**src/design/ffa_pkg.sv**
```systemverilog
// ----------------------------------------------------------------------------
// ffa_pkg
// shared types and constants of the first-fit free-list allocator
// ----------------------------------------------------------------------------
`default_nettype none
package ffa_pkg;
    localparam int TABLE_ENTRIES = 1024;
    localparam int IDX_W         = $clog2(TABLE_ENTRIES);
    localparam int CNT_W         = IDX_W + 1;
    localparam int OUT_CNT_W     = 11;

    localparam logic [31:0] PAGE_ROUND_ADD  = 32'h0000_0fff;
    localparam logic [31:0] PAGE_ROUND_MASK = 32'hffff_f000;

    localparam logic [1:0] ST_OK      = 2'd0;
    localparam logic [1:0] ST_NO_FIT  = 2'd1;
    localparam logic [1:0] ST_LOST    = 2'd2;

    typedef enum logic [3:0] {
        S_IDLE, S_SCAN, S_CHECK, S_DECIDE, S_WRITE,
        S_DN, S_DN_WR, S_UP, S_UP_WR, S_FIN, S_OUT
    } t_state;

    typedef enum logic [3:0] {
        OP_NONE, OP_LOAD, OP_RD_SCAN, OP_ADVANCE, OP_DECIDE, OP_WRITE,
        OP_DN_RD, OP_DN_WR, OP_UP_RD, OP_UP_WR, OP_FINISH
    } t_op;

    typedef enum logic [2:0] {
        ACT_FAIL, ACT_WRITE, ACT_WRITE_REMOVE, ACT_REMOVE, ACT_INSERT, ACT_DROP
    } t_act;

    typedef struct packed {
        logic scan_end;
        logic hit;
        logic dn_more;
        logic up_more;
        t_act act;
    } t_stat;
endpackage
`default_nettype wire

```
**src/design/ffa_ctrl.sv**
```systemverilog
// ----------------------------------------------------------------------------
// ffa_ctrl
// sequencer for scan, update, shift and result hand-off
// ----------------------------------------------------------------------------
`default_nettype none
module ffa_ctrl import ffa_pkg::*; (
    input  wire   i_clk,
    input  wire   i_rst_n,
    input  wire   i_in_valid,
    input  wire   i_slot_free,
    input  t_stat i_stat,
    output logic  o_in_ready,
    output logic  o_out_load,
    output t_op   o_op
);
    t_state r_state, n_state;

    always_ff @(posedge i_clk) begin
        if (!i_rst_n) begin
            r_state <= S_IDLE;
        end else begin
            r_state <= n_state;
        end
    end

    always_comb begin
        n_state    = r_state;
        o_op       = OP_NONE;
        o_in_ready = 1'b0;
        o_out_load = 1'b0;
        case (r_state)
            S_IDLE: begin
                o_in_ready = 1'b1;
                if (i_in_valid) begin
                    o_op    = OP_LOAD;
                    n_state = S_SCAN;
                end
            end
            S_SCAN: begin
                if (i_stat.scan_end) begin
                    n_state = S_DECIDE;
                end else begin
                    o_op    = OP_RD_SCAN;
                    n_state = S_CHECK;
                end
            end
            S_CHECK: begin
                if (i_stat.hit) begin
                    n_state = S_DECIDE;
                end else begin
                    o_op    = OP_ADVANCE;
                    n_state = S_SCAN;
                end
            end
            S_DECIDE: begin
                o_op = OP_DECIDE;
                n_state = S_FIN;
            end
            S_FIN: begin
                // entered once after decide: dispatch on the chosen action
                case (i_stat.act)
                    ACT_WRITE, ACT_WRITE_REMOVE: n_state = S_WRITE;
                    ACT_REMOVE:                  n_state = S_DN;
                    ACT_INSERT:                  n_state = S_UP;
                    default: begin
                        o_op    = OP_FINISH;
                        n_state = S_OUT;
                    end
                endcase
            end
            S_WRITE: begin
                o_op = OP_WRITE;
                if (i_stat.act == ACT_WRITE_REMOVE) begin
                    n_state = S_DN;
                end else begin
                    n_state = S_OUT;
                    o_op    = OP_WRITE;
                end
            end
            S_DN: begin
                if (i_stat.dn_more) begin
                    o_op    = OP_DN_RD;
                    n_state = S_DN_WR;
                end else begin
                    o_op    = OP_FINISH;
                    n_state = S_OUT;
                end
            end
            S_DN_WR: begin
                o_op    = OP_DN_WR;
                n_state = S_DN;
            end
            S_UP: begin
                if (i_stat.up_more) begin
                    o_op    = OP_UP_RD;
                    n_state = S_UP_WR;
                end else begin
                    o_op    = OP_WRITE;
                    n_state = S_OUT;
                end
            end
            S_UP_WR: begin
                o_op    = OP_UP_WR;
                n_state = S_UP;
            end
            S_OUT: begin
                if (i_slot_free) begin
                    o_out_load = 1'b1;
                    n_state    = S_IDLE;
                end
            end
            default: n_state = S_IDLE;
        endcase
    end
endmodule
`default_nettype wire

```
**config.mk**
```make
export PLATFORM = sky130hd
export DESIGN_NAME = ffa_ctrl
export DESIGN_NICKNAME = d
export VERILOG_FILES = /design/src/design/ffa_pkg.sv /design/src/design/ffa_ctrl.sv
export SDC_FILE = /design/constraint.sdc
export NUM_CORES = 1
export LEC_CHECK = 0
export BUFFER_PORTS_ARGS = -buffer_cell sky130_fd_sc_hd__buf_2
export CAP_MARGIN = 20
export CORE_AREA = 3 3 40 42
export DETAILED_ROUTE_END_ITERATION = 8
export DIE_AREA = 0 0 43 45
export PLACE_DENSITY = 0.69
export SYNTH_ARGS = -nofsm -noshare
export SYNTH_HDL_FRONTEND = slang
export SYNTH_SLANG_ARGS = --single-unit
```
**constraint.sdc**
```tcl
create_clock -name i_clk -period 2.85 [get_ports i_clk]
set_input_delay 0.57 -clock i_clk [delete_from_list [all_inputs] [get_ports i_clk]]
set_output_delay 0.57 -clock i_clk [all_outputs]
set_load 0.02 [all_outputs]
```
### Yosys cells after proc, flatten, opt, wreduce, memory -nomap -nowiden

Index checks and enable logic that the tools add are counted.

| storage, ports and cells | value |
|---|---|
| flip-flop bits (word level) | 4 |
| input bits | 11 |

| operators by class | value |
|---|---|
| eq/ne operators | 16 |
| mux-type cells | 18 |
| reduce and logical (&&, ||, !) cells | 4 |

Operator list:

| kind | number |
|---|---|
| 4-bit one-hot mux with 11 select lines | 1 |
| 4-bit one-hot mux with 10 select lines | 1 |
| 4-bit 2-to-1 mux | 6 |
| 4-bit by 3-bit equality test with 1-bit output, second input constant | 4 |
| 4-bit equality test, second input constant | 3 |
| 4-bit one-hot mux with 3 select lines | 1 |
| 4-bit by 2-bit equality test with 1-bit output, second input constant | 2 |
| 2-bit 2-to-1 mux | 4 |
| 3-bit by 2-bit equality test with 1-bit output, second input constant | 2 |
| 1-bit 2-to-1 mux | 5 |
| 4-bit by 1-bit equality test with 1-bit output, second input constant | 1 |
| 4-bit zero test | 1 |
| 2-bit != test, second input constant | 2 |
| 4-bit OR reduction | 1 |
| 3-bit by 1-bit equality test with 1-bit output, second input constant | 1 |
| 3-bit equality test, second input constant | 1 |
| 2-bit AND reduction | 1 |
| 2-bit OR reduction | 1 |

### Longest topological paths before layout

Gate-level depths: netlist (run 1).

| logic depth | value |
|---|---|
| depth after elaboration | 4 |
| gate-level depth with buffers | 5 |
| gate-level depth less buffers | 4 |

### Worst setup path after synthesis (run 1)

OpenSTA, ideal clock, no wires.

| timing | value |
|---|---|
| path type | input to output |
| start | input port i_stat[0] (netlist bit) |
| end | output port o_op[1] |
| arrival time | 1.358 ns |
| path slack | 0.922 ns |
| cell stages on the path | 4 |
| buffers on the path | 0 |
| cells stage by stage | nor2_1 -> xor2_1 -> nand4_1 -> o21ai_1 |

| on the way | value |
|---|---|
| cells in the longest elaborated chain, start to end | 4 |

RTL lines:

| item | line | source |
|---|---|---|
| from (decl) | ffa_ctrl.sv:11 | `input t_stat i_stat,` |
| 3-bit by 2-bit equality test with 1-bit output (tied with other cells) | ffa_ctrl.sv:61 | `case (i_stat.act)` |
| 4-bit OR reduction (no line) (*) | - |  |
| 4-bit 2-to-1 mux (*) | ffa_ctrl.sv:61 |  |
| 4-bit one-hot mux with 10 select lines (*) | ffa_ctrl.sv:31 | `case (r_state)` |
| to (decl) | ffa_ctrl.sv:14 | `output t_op o_op` |

Every way passes the cells marked *; elsewhere a longest branch is shown, timed or not.

### Final worst setup path (run 1)

| timing | value |
|---|---|
| start | register r_state[3] |
| end | output port o_op[3] |

| on the way | value |
|---|---|
| cells in the longest elaborated chain, start to end | 2 |

RTL lines:

| item | line | source |
|---|---|---|
| from (decl) | ffa_ctrl.sv:16 | `t_state r_state, n_state;` |
| from (signal assigned) | ffa_ctrl.sv:22 | `r_state <= n_state;` |
| 4-bit equality test (tied with other cells) | ffa_ctrl.sv:31 |  |
| 4-bit one-hot mux with 10 select lines (*) | ffa_ctrl.sv:31 |  |

Marked as above.

==> results of run 1 <==
final cells by class:
| cell class | count | area share |
|---|---|---|
| Sequential cell | 4 | 0.129 |
| Tap cell | 15 | 0.0303 |
| Clock buffer | 3 | 0.0364 |
| Multi-Input combinational cell | 62 | 0.657 |
| Inverter | 3 | 0.0182 |
| Timing Repair Buffer | 16 | 0.129 |
per-layer routing:
layer	vias to the layer above	GRT usage	share of wire
li1	301	-	-
met1	256	0.193	0.48
met2	14	0.216	0.46
met3	2	0.0120	0.043
met4	0	0.0904	0.011
met5	-	0	0
cell families after synthesis:
kind of cell / after synthesis / share of synthesized area
simple gates: 35 / 0.374
compound gates: 25 / 0.364
buf+inv: 8 / 0.0738
flops: 4 / 0.152
xor+xnor: 1 / 0.0167
mux: 1 / 0.0190
critical path: stages, from the launching register on:
cell and delay [ns]:
sky130_fd_sc_hd__dfxtp_1 0.65, sky130_fd_sc_hd__or3b_4 0.48, sky130_fd_sc_hd__o21a_1 0.12, sky130_fd_sc_hd__o221ai_1 0.15
sky130_fd_sc_hd__buf_2 0.20
how the worst max path moves through the flow:
stage                             from       to  slack [ns]  cells past startpoint
2_1_floorplan                i_stat[0]  o_op[1]        0.92                      4
3_3_place_gp                 i_stat[0]  o_op[1]        0.65                      6
3_5_place_dp                 i_stat[0]  o_op[1]        0.59                      6
4_1_cts        r_state[3]$_SDFFE_PN0P_  o_op[3]        0.45                      4
5_1_grt        r_state[3]$_SDFFE_PN0P_  o_op[3]        0.34                      4
6_report       r_state[3]$_SDFFE_PN0P_  o_op[3]        0.45                      4
cell usage after synthesis, types with 2 or more instances:
library cell               n  area (sq um)
sky130_fd_sc_hd__nand3_1   3          15.0
sky130_fd_sc_hd__nand2b_1  5          31.3
sky130_fd_sc_hd__buf_2     4          20.0
sky130_fd_sc_hd__nor2_1    8          30.0
sky130_fd_sc_hd__nand2_1   5          18.8
sky130_fd_sc_hd__inv_1     3          11.3
sky130_fd_sc_hd__nor2b_1   2          12.5
sky130_fd_sc_hd__a21oi_1   8          40.0
sky130_fd_sc_hd__o221ai_1  2          17.5
sky130_fd_sc_hd__o21ai_0   2          10.0
sky130_fd_sc_hd__nor3_1    2          10.0
sky130_fd_sc_hd__dfxtp_1   4          80.1
sky130_fd_sc_hd__o22ai_2   2          25.0
metrics by stage:
step	instance area (sq um)	power (W)	cells
after floorplan	526	0.000174	74
after detailed placement	597	0.000207	100
final	619	0.000275	103
after global routing	619	0.000296	103
after global placement	597	0.000206	100
after CTS	619	0.000279	103
power breakdown:
group          internal [W]  switching (W)
Combinational     0.0000520      0.0000662
Clock             0.0000470      0.0000210
Sequential        0.0000624      0.0000262
Total              0.000161       0.000113
cell usage in the layout (no fill, tap or decap), types with 2 or more instances in the layout:
master                     instances
sky130_fd_sc_hd__dfxtp_1           4
sky130_fd_sc_hd__o22ai_2           2
sky130_fd_sc_hd__a21oi_1           8
sky130_fd_sc_hd__nand2b_1          5
sky130_fd_sc_hd__buf_2            16
sky130_fd_sc_hd__nand3_1           3
sky130_fd_sc_hd__nor2b_1           2
sky130_fd_sc_hd__nand2_1           5
sky130_fd_sc_hd__o221ai_1          2
sky130_fd_sc_hd__nor2_1            8
sky130_fd_sc_hd__inv_1             3
sky130_fd_sc_hd__o21ai_0           2
sky130_fd_sc_hd__nor3_1            2
sky130_fd_sc_hd__clkbuf_4          3
==> metrics.log, run 1 <==
[metrics] Final Hold Vio Count: 0
[metrics] Antenna Nets Post-Route: 0
[metrics] worst hold path cell count: 3
[metrics] worst hold path class: primary input to flop
[metrics] Crit Path Max Fanout: 18
[metrics] minimum clock period after layout: 2.40 ns
[metrics] number of instances in the synthesized netlist: 74
[metrics] global-route wire length before repair: 2090 um
[metrics] YS warnings: 0
[metrics] largest net degree at the start of global routing: 20
[metrics] share of the clock period used by the worst path after layout: 0.843
[metrics] largest registers: r_state: 4 flops
[metrics] element type at the critical path start: flop
[metrics] fraction of layout cells with a size suffix above 1: 0.295
[metrics] FF+latch area: 80.1 sq um
[metrics] final setup margin: 0.449 ns
[metrics] Detailed Route WL: 1310 um
[metrics] total power density per cell area: 444 nW/um^2
[metrics] final sum of negative setup slack: 0 ns
[metrics] run status: finished, final reports clean
[metrics] Maximum Capacitance Violations: 0
[metrics] Worst Hold Endpoint: r_state[2]$_SDFFE_PN0P_
[metrics] dominant register cell in the synthesized netlist: sky130_fd_sc_hd__dfxtp_1
[metrics] Iteration-0 DRC Markers: 19
[metrics] max-slew headroom at the worst pin: 0.593
[metrics] mean instance size in the synthesized netlist: 7.10 sq um
[metrics] worst reg2reg setup slack: 1.22 ns
[metrics] Reg with most FFs: r_state
[metrics] source of the worst register-to-register timing path: r_state[0]$_SDFFE_PN0P_
[metrics] total of flip-flops plus latches after synthesis: 4
[metrics] filler cell count in the final layout: 131
[metrics] endpoint required time on the critical path: 2.28 ns
[metrics] Detail Placement HPWL: 991 um
[metrics] mean routed wirelength per cell: 12.7 um
[metrics] setup repair after global routing missed its margin: false
[metrics] area of the mapped netlist: 526 sq um
[metrics] number of distinct standard cells referenced by the synthesized netlist: 37
[metrics] Data arrival, critical path: 1.83 ns
[metrics] number of synthesized flops with an enable pin: 0
[metrics] Floorplan Core Area: 1280 sq um
[metrics] count of hold buffers inserted by post-cts repair: 0
[metrics] number of nets in the layout: 101
[metrics] Achievable Freq: 416 MHz
[metrics] critical path class: flop to output port
[metrics] per-cell via count in the routed design: 5.56
[metrics] clock tree from TritonCTS: built
[metrics] height of the chip: 45 um
[metrics] clock sink count: 4
[metrics] count of pins over their slew limit: 0
[metrics] count of standard-cell rows: 13
[metrics] post-synthesis net count: 85
[metrics] Die Footprint: 1940 sq um
[metrics] final count of negative-setup-slack endpoints: 0
[metrics] deepest level of the CTS H-tree: 1
[metrics] worst slack on hold paths: 0.602 ns
[metrics] startpoint of the tightest hold check path: i_rst_n
[metrics] worst-case setup slack after placement: 0.594 ns
[metrics] gp weighted congestion: 0.763
[metrics] # port buffers: 16
[metrics] largest vdd supply drop: 0.222 mV
[metrics] total global routing track utilization: 0.142
[metrics] clock latency on the worst-skew pair: 0.23 ns
[metrics] num ports: 17
[metrics] residual overflow from global routing: 0
[metrics] worst-case clock buffer depth: 2
[metrics] number of global-route vias before repair: 501
[metrics] Root Driver: sky130_fd_sc_hd__clkbuf_4
[metrics] actual slew at the worst max-slew pin: 0.609 ns
[metrics] buffers inserted by post-CTS timing repair: 0
[metrics] number of inserted diodes: 0
[metrics] share of the core filled with cells: 0.482
[metrics] proportion of synthesized chip area in sequential cells: 0.152
[metrics] number of remaining DRC errors: 0
[metrics] flip-flop count of the largest register after layout: 4
[metrics] terminus of the critical flop-to-flop path: r_state[0]$_SDFFE_PN0P_
[metrics] kind of end point of the critical path: output port
[metrics] Clock transition at path regs: 0.04 ns
[metrics] Resize count post-CTS: 0
[metrics] via count: 573
[metrics] Final Skew: 0.000904 ns
[metrics] CTS Buf Count: 3
[metrics] area of combinational cells with multiple inputs: 407 sq um
[metrics] share of flip-flops with an asynchronous set or reset after synthesis: 0
[metrics] worst r2r path cells: 4
[metrics] starting density of the core: 0.409
[metrics] antenna violations before repair: 0
[metrics] router iterations before antenna repair: 4
[metrics] Die X: 43 um
[metrics] growth of design area from synthesis to finish: 17.9%
[metrics] leakage power total: 0.258 nW
No activity file was read; power rests on OpenSTA's default activity.
==> run 2: changes to the inputs <==
Clock period 2.85 ns to 2.5 ns, I/O delays scaled along.
==> run 2 against run 1 <==
  * Core utilization increased by 1.2 points
  * Sequential power increased by 2.4%
  * Register-to-register slack got worse by 0.26 ns
  * Sequential cell count unchanged
  * Total power increased by 15%
  * Setup slack got worse by 0.086 ns
  * Sequential share of layout area decreased by 0.31 points
  * Via count increased by 4.9%
  * Count of clock-buffer cells in the layout unchanged
  * Wire length increased by 0.69%
  * Cell count increased by 1.9%
  * Cell area increased by 2.4%
  * Largest cell class unchanged
  * Highest routed layer unchanged
==> metrics.log, run 2 (synthesis results as in run 1) <==
[metrics] run status: finished, final reports clean
[metrics] minimum clock period after layout: 2.14 ns
[metrics] Final Skew: 0.00519 ns
[metrics] setup repair after global routing missed its margin: false
[metrics] worst slack on hold paths: 0.555 ns
[metrics] buffers inserted by post-CTS timing repair: 0
[metrics] share of the clock period used by the worst path after layout: 0.855
[metrics] largest registers: r_state: 4 flops
[metrics] leakage power total: 0.269 nW
[metrics] clock latency on the worst-skew pair: 0.23 ns
[metrics] flip-flop count of the largest register after layout: 4
[metrics] Resize count post-CTS: 0
[metrics] Final Hold Vio Count: 0
[metrics] Iteration-0 DRC Markers: 20
[metrics] worst-case clock buffer depth: 2
[metrics] Detailed Route WL: 1320 um
[metrics] Root Driver: sky130_fd_sc_hd__clkbuf_4
[metrics] share of the core filled with cells: 0.494
[metrics] CTS Buf Count: 3
[metrics] total power density per cell area: 498 nW/um^2
[metrics] Die Footprint: 1940 sq um
[metrics] count of hold buffers inserted by post-cts repair: 0
[metrics] kind of end point of the critical path: output port
[metrics] Floorplan Core Area: 1280 sq um
[metrics] fraction of layout cells with a size suffix above 1: 0.311
[metrics] area of combinational cells with multiple inputs: 407 sq um
[metrics] global-route wire length before repair: 2230 um
[metrics] switching share of total power: 0.404
[metrics] starting density of the core: 0.409
[metrics] filler cell count in the final layout: 130
[metrics] residual overflow from global routing: 0
[metrics] final count of negative-setup-slack endpoints: 0
[metrics] Antenna Nets Post-Route: 0
[metrics] worst reg2reg setup slack: 0.96 ns
[metrics] endpoint required time on the critical path: 2.00 ns
[metrics] Die X: 43 um
[metrics] num ports: 17
[metrics] final sum of negative setup slack: 0 ns
[metrics] worst hold path class: primary input to flop
[metrics] worst-case setup slack after placement: 0.477 ns
[metrics] FF+latch area: 80.1 sq um
[metrics] antenna violations before repair: 0
[metrics] Detail Placement HPWL: 1010 um
[metrics] Crit Path Max Fanout: 16
[metrics] commonest cells after routing, fill and taps aside: 16 x sky130_fd_sc_hd__buf_2, 8 x sky130_fd_sc_hd__nor2_1, 8 x sky130_fd_sc_hd__a21oi_1, 5 x sky130_fd_sc_hd__nand2b_1, 5 x sky130_fd_sc_hd__nand2_1
[metrics] deepest level of the CTS H-tree: 1
[metrics] most frequent standard cell in the layout excluding fill and tap cells: sky130_fd_sc_hd__buf_2
[metrics] critical path class: flop to output port
[metrics] actual slew at the worst max-slew pin: 0.497 ns
[metrics] number of inserted diodes: 0
[metrics] per-cell via count in the routed design: 5.72
[metrics] via count: 601
[metrics] register share of total power: 0.287
[metrics] max-slew headroom at the worst pin: 0.668
[metrics] clock sink count: 4
[metrics] clock tree from TritonCTS: built
[metrics] mean routed wirelength per cell: 12.6 um
[metrics] Reg with most FFs: r_state
[metrics] internal power: 0.000188 W
[metrics] number of global-route vias before repair: 537
[metrics] total global routing track utilization: 0.144
[metrics] clock group share of total power: 0.239
[metrics] Maximum Capacitance Violations: 0
[metrics] count of standard-cell rows: 13
[metrics] largest net degree at the start of global routing: 18
[metrics] count of pins over their slew limit: 0
[metrics] sw power: 0.000128 W
[metrics] growth of design area from synthesis to finish: 20.7%
[metrics] share of total power in combinational logic: 0.474
[metrics] Clock transition at path regs: 0.04 ns
[metrics] Data arrival, critical path: 1.64 ns
[metrics] height of the chip: 45 um
[metrics] count of placed standard cells in the final layout, fillers left out: 105
[metrics] # port buffers: 16
[metrics] router iterations before antenna repair: 4
[metrics] element type at the critical path start: flop
[metrics] dpl cells: 102
[metrics] number of remaining DRC errors: 0
[metrics] gp weighted congestion: 0.798
[metrics] Achievable Freq: 468 MHz
[metrics] largest vdd supply drop: 0.365 mV
[metrics] number of nets in the layout: 103
[metrics] final setup margin: 0.363 ns
run 2: cell count changes in the layout (fill, tap and decap cells not counted), sizes merged:
cell / change
buf: +2
run 2: final timing paths:
kind | startpoint | to | depth (start not counted)
setup reg to reg | r_state[0]$_SDFFE_PN0P_ | r_state[0]$_SDFFE_PN0P_ | 4
hold reg to reg | r_state[3]$_SDFFE_PN0P_ | r_state[3]$_SDFFE_PN0P_ | 3
setup / recovery | r_state[0]$_SDFFE_PN0P_ | o_op[1] | 5
hold / removal | i_rst_n | r_state[1]$_SDFFE_PN0P_ | 2
run 2: cell type report:
cell class	count	share of cell area
Timing Repair Buffer	18	0.150
Clock buffer	3	0.0355
Multi-Input combinational cell	62	0.641
Tap cell	15	0.0296
Inverter	3	0.0178
Sequential cell	4	0.126
run 2: per-stage QoR:
stage / power, W / instance area [sq um]
floorplan: 0.000199 / 526
global placement: 0.000239 / 612
detailed placement: 0.000240 / 612
CTS: 0.000319 / 634
global route: 0.000343 / 634
finish: 0.000316 / 634
run 2: power by group through the flow:
| stage | sequential, W | clock, W | combinational [W] |
|---|---|---|---|
| finish | 0.0000907 | 0.0000755 | 0.000149 |
| CTS | 0.0000904 | 0.0000794 | 0.000149 |
| detailed placement | 0.0000914 | 0 | 0.000148 |
| global placement | 0.0000913 | 0 | 0.000147 |
| global route | 0.0000927 | 0.0000846 | 0.000166 |
| floorplan | 0.0000778 | 0 | 0.000121 |
run 2: worst max-delay path, stage by stage (launching register included):
cell and delay [ns]:
sky130_fd_sc_hd__dfxtp_1 0.62, sky130_fd_sc_hd__inv_1 0.20, sky130_fd_sc_hd__nor3_1 0.24, sky130_fd_sc_hd__a21oi_1 0.06, sky130_fd_sc_hd__o21ai_1 0.11, sky130_fd_sc_hd__buf_2 0.17
run 2: per-layer routing:
metal / GRT usage / up-vias / routed length [um]
met3: 0.0159 / 2 / 90
li1: - / 304 / -
met1: 0.210 / 271 / 630
met2: 0.225 / 24 / 581
met5: 0 / - / 0
met4: 0.0422 / 0 / 17
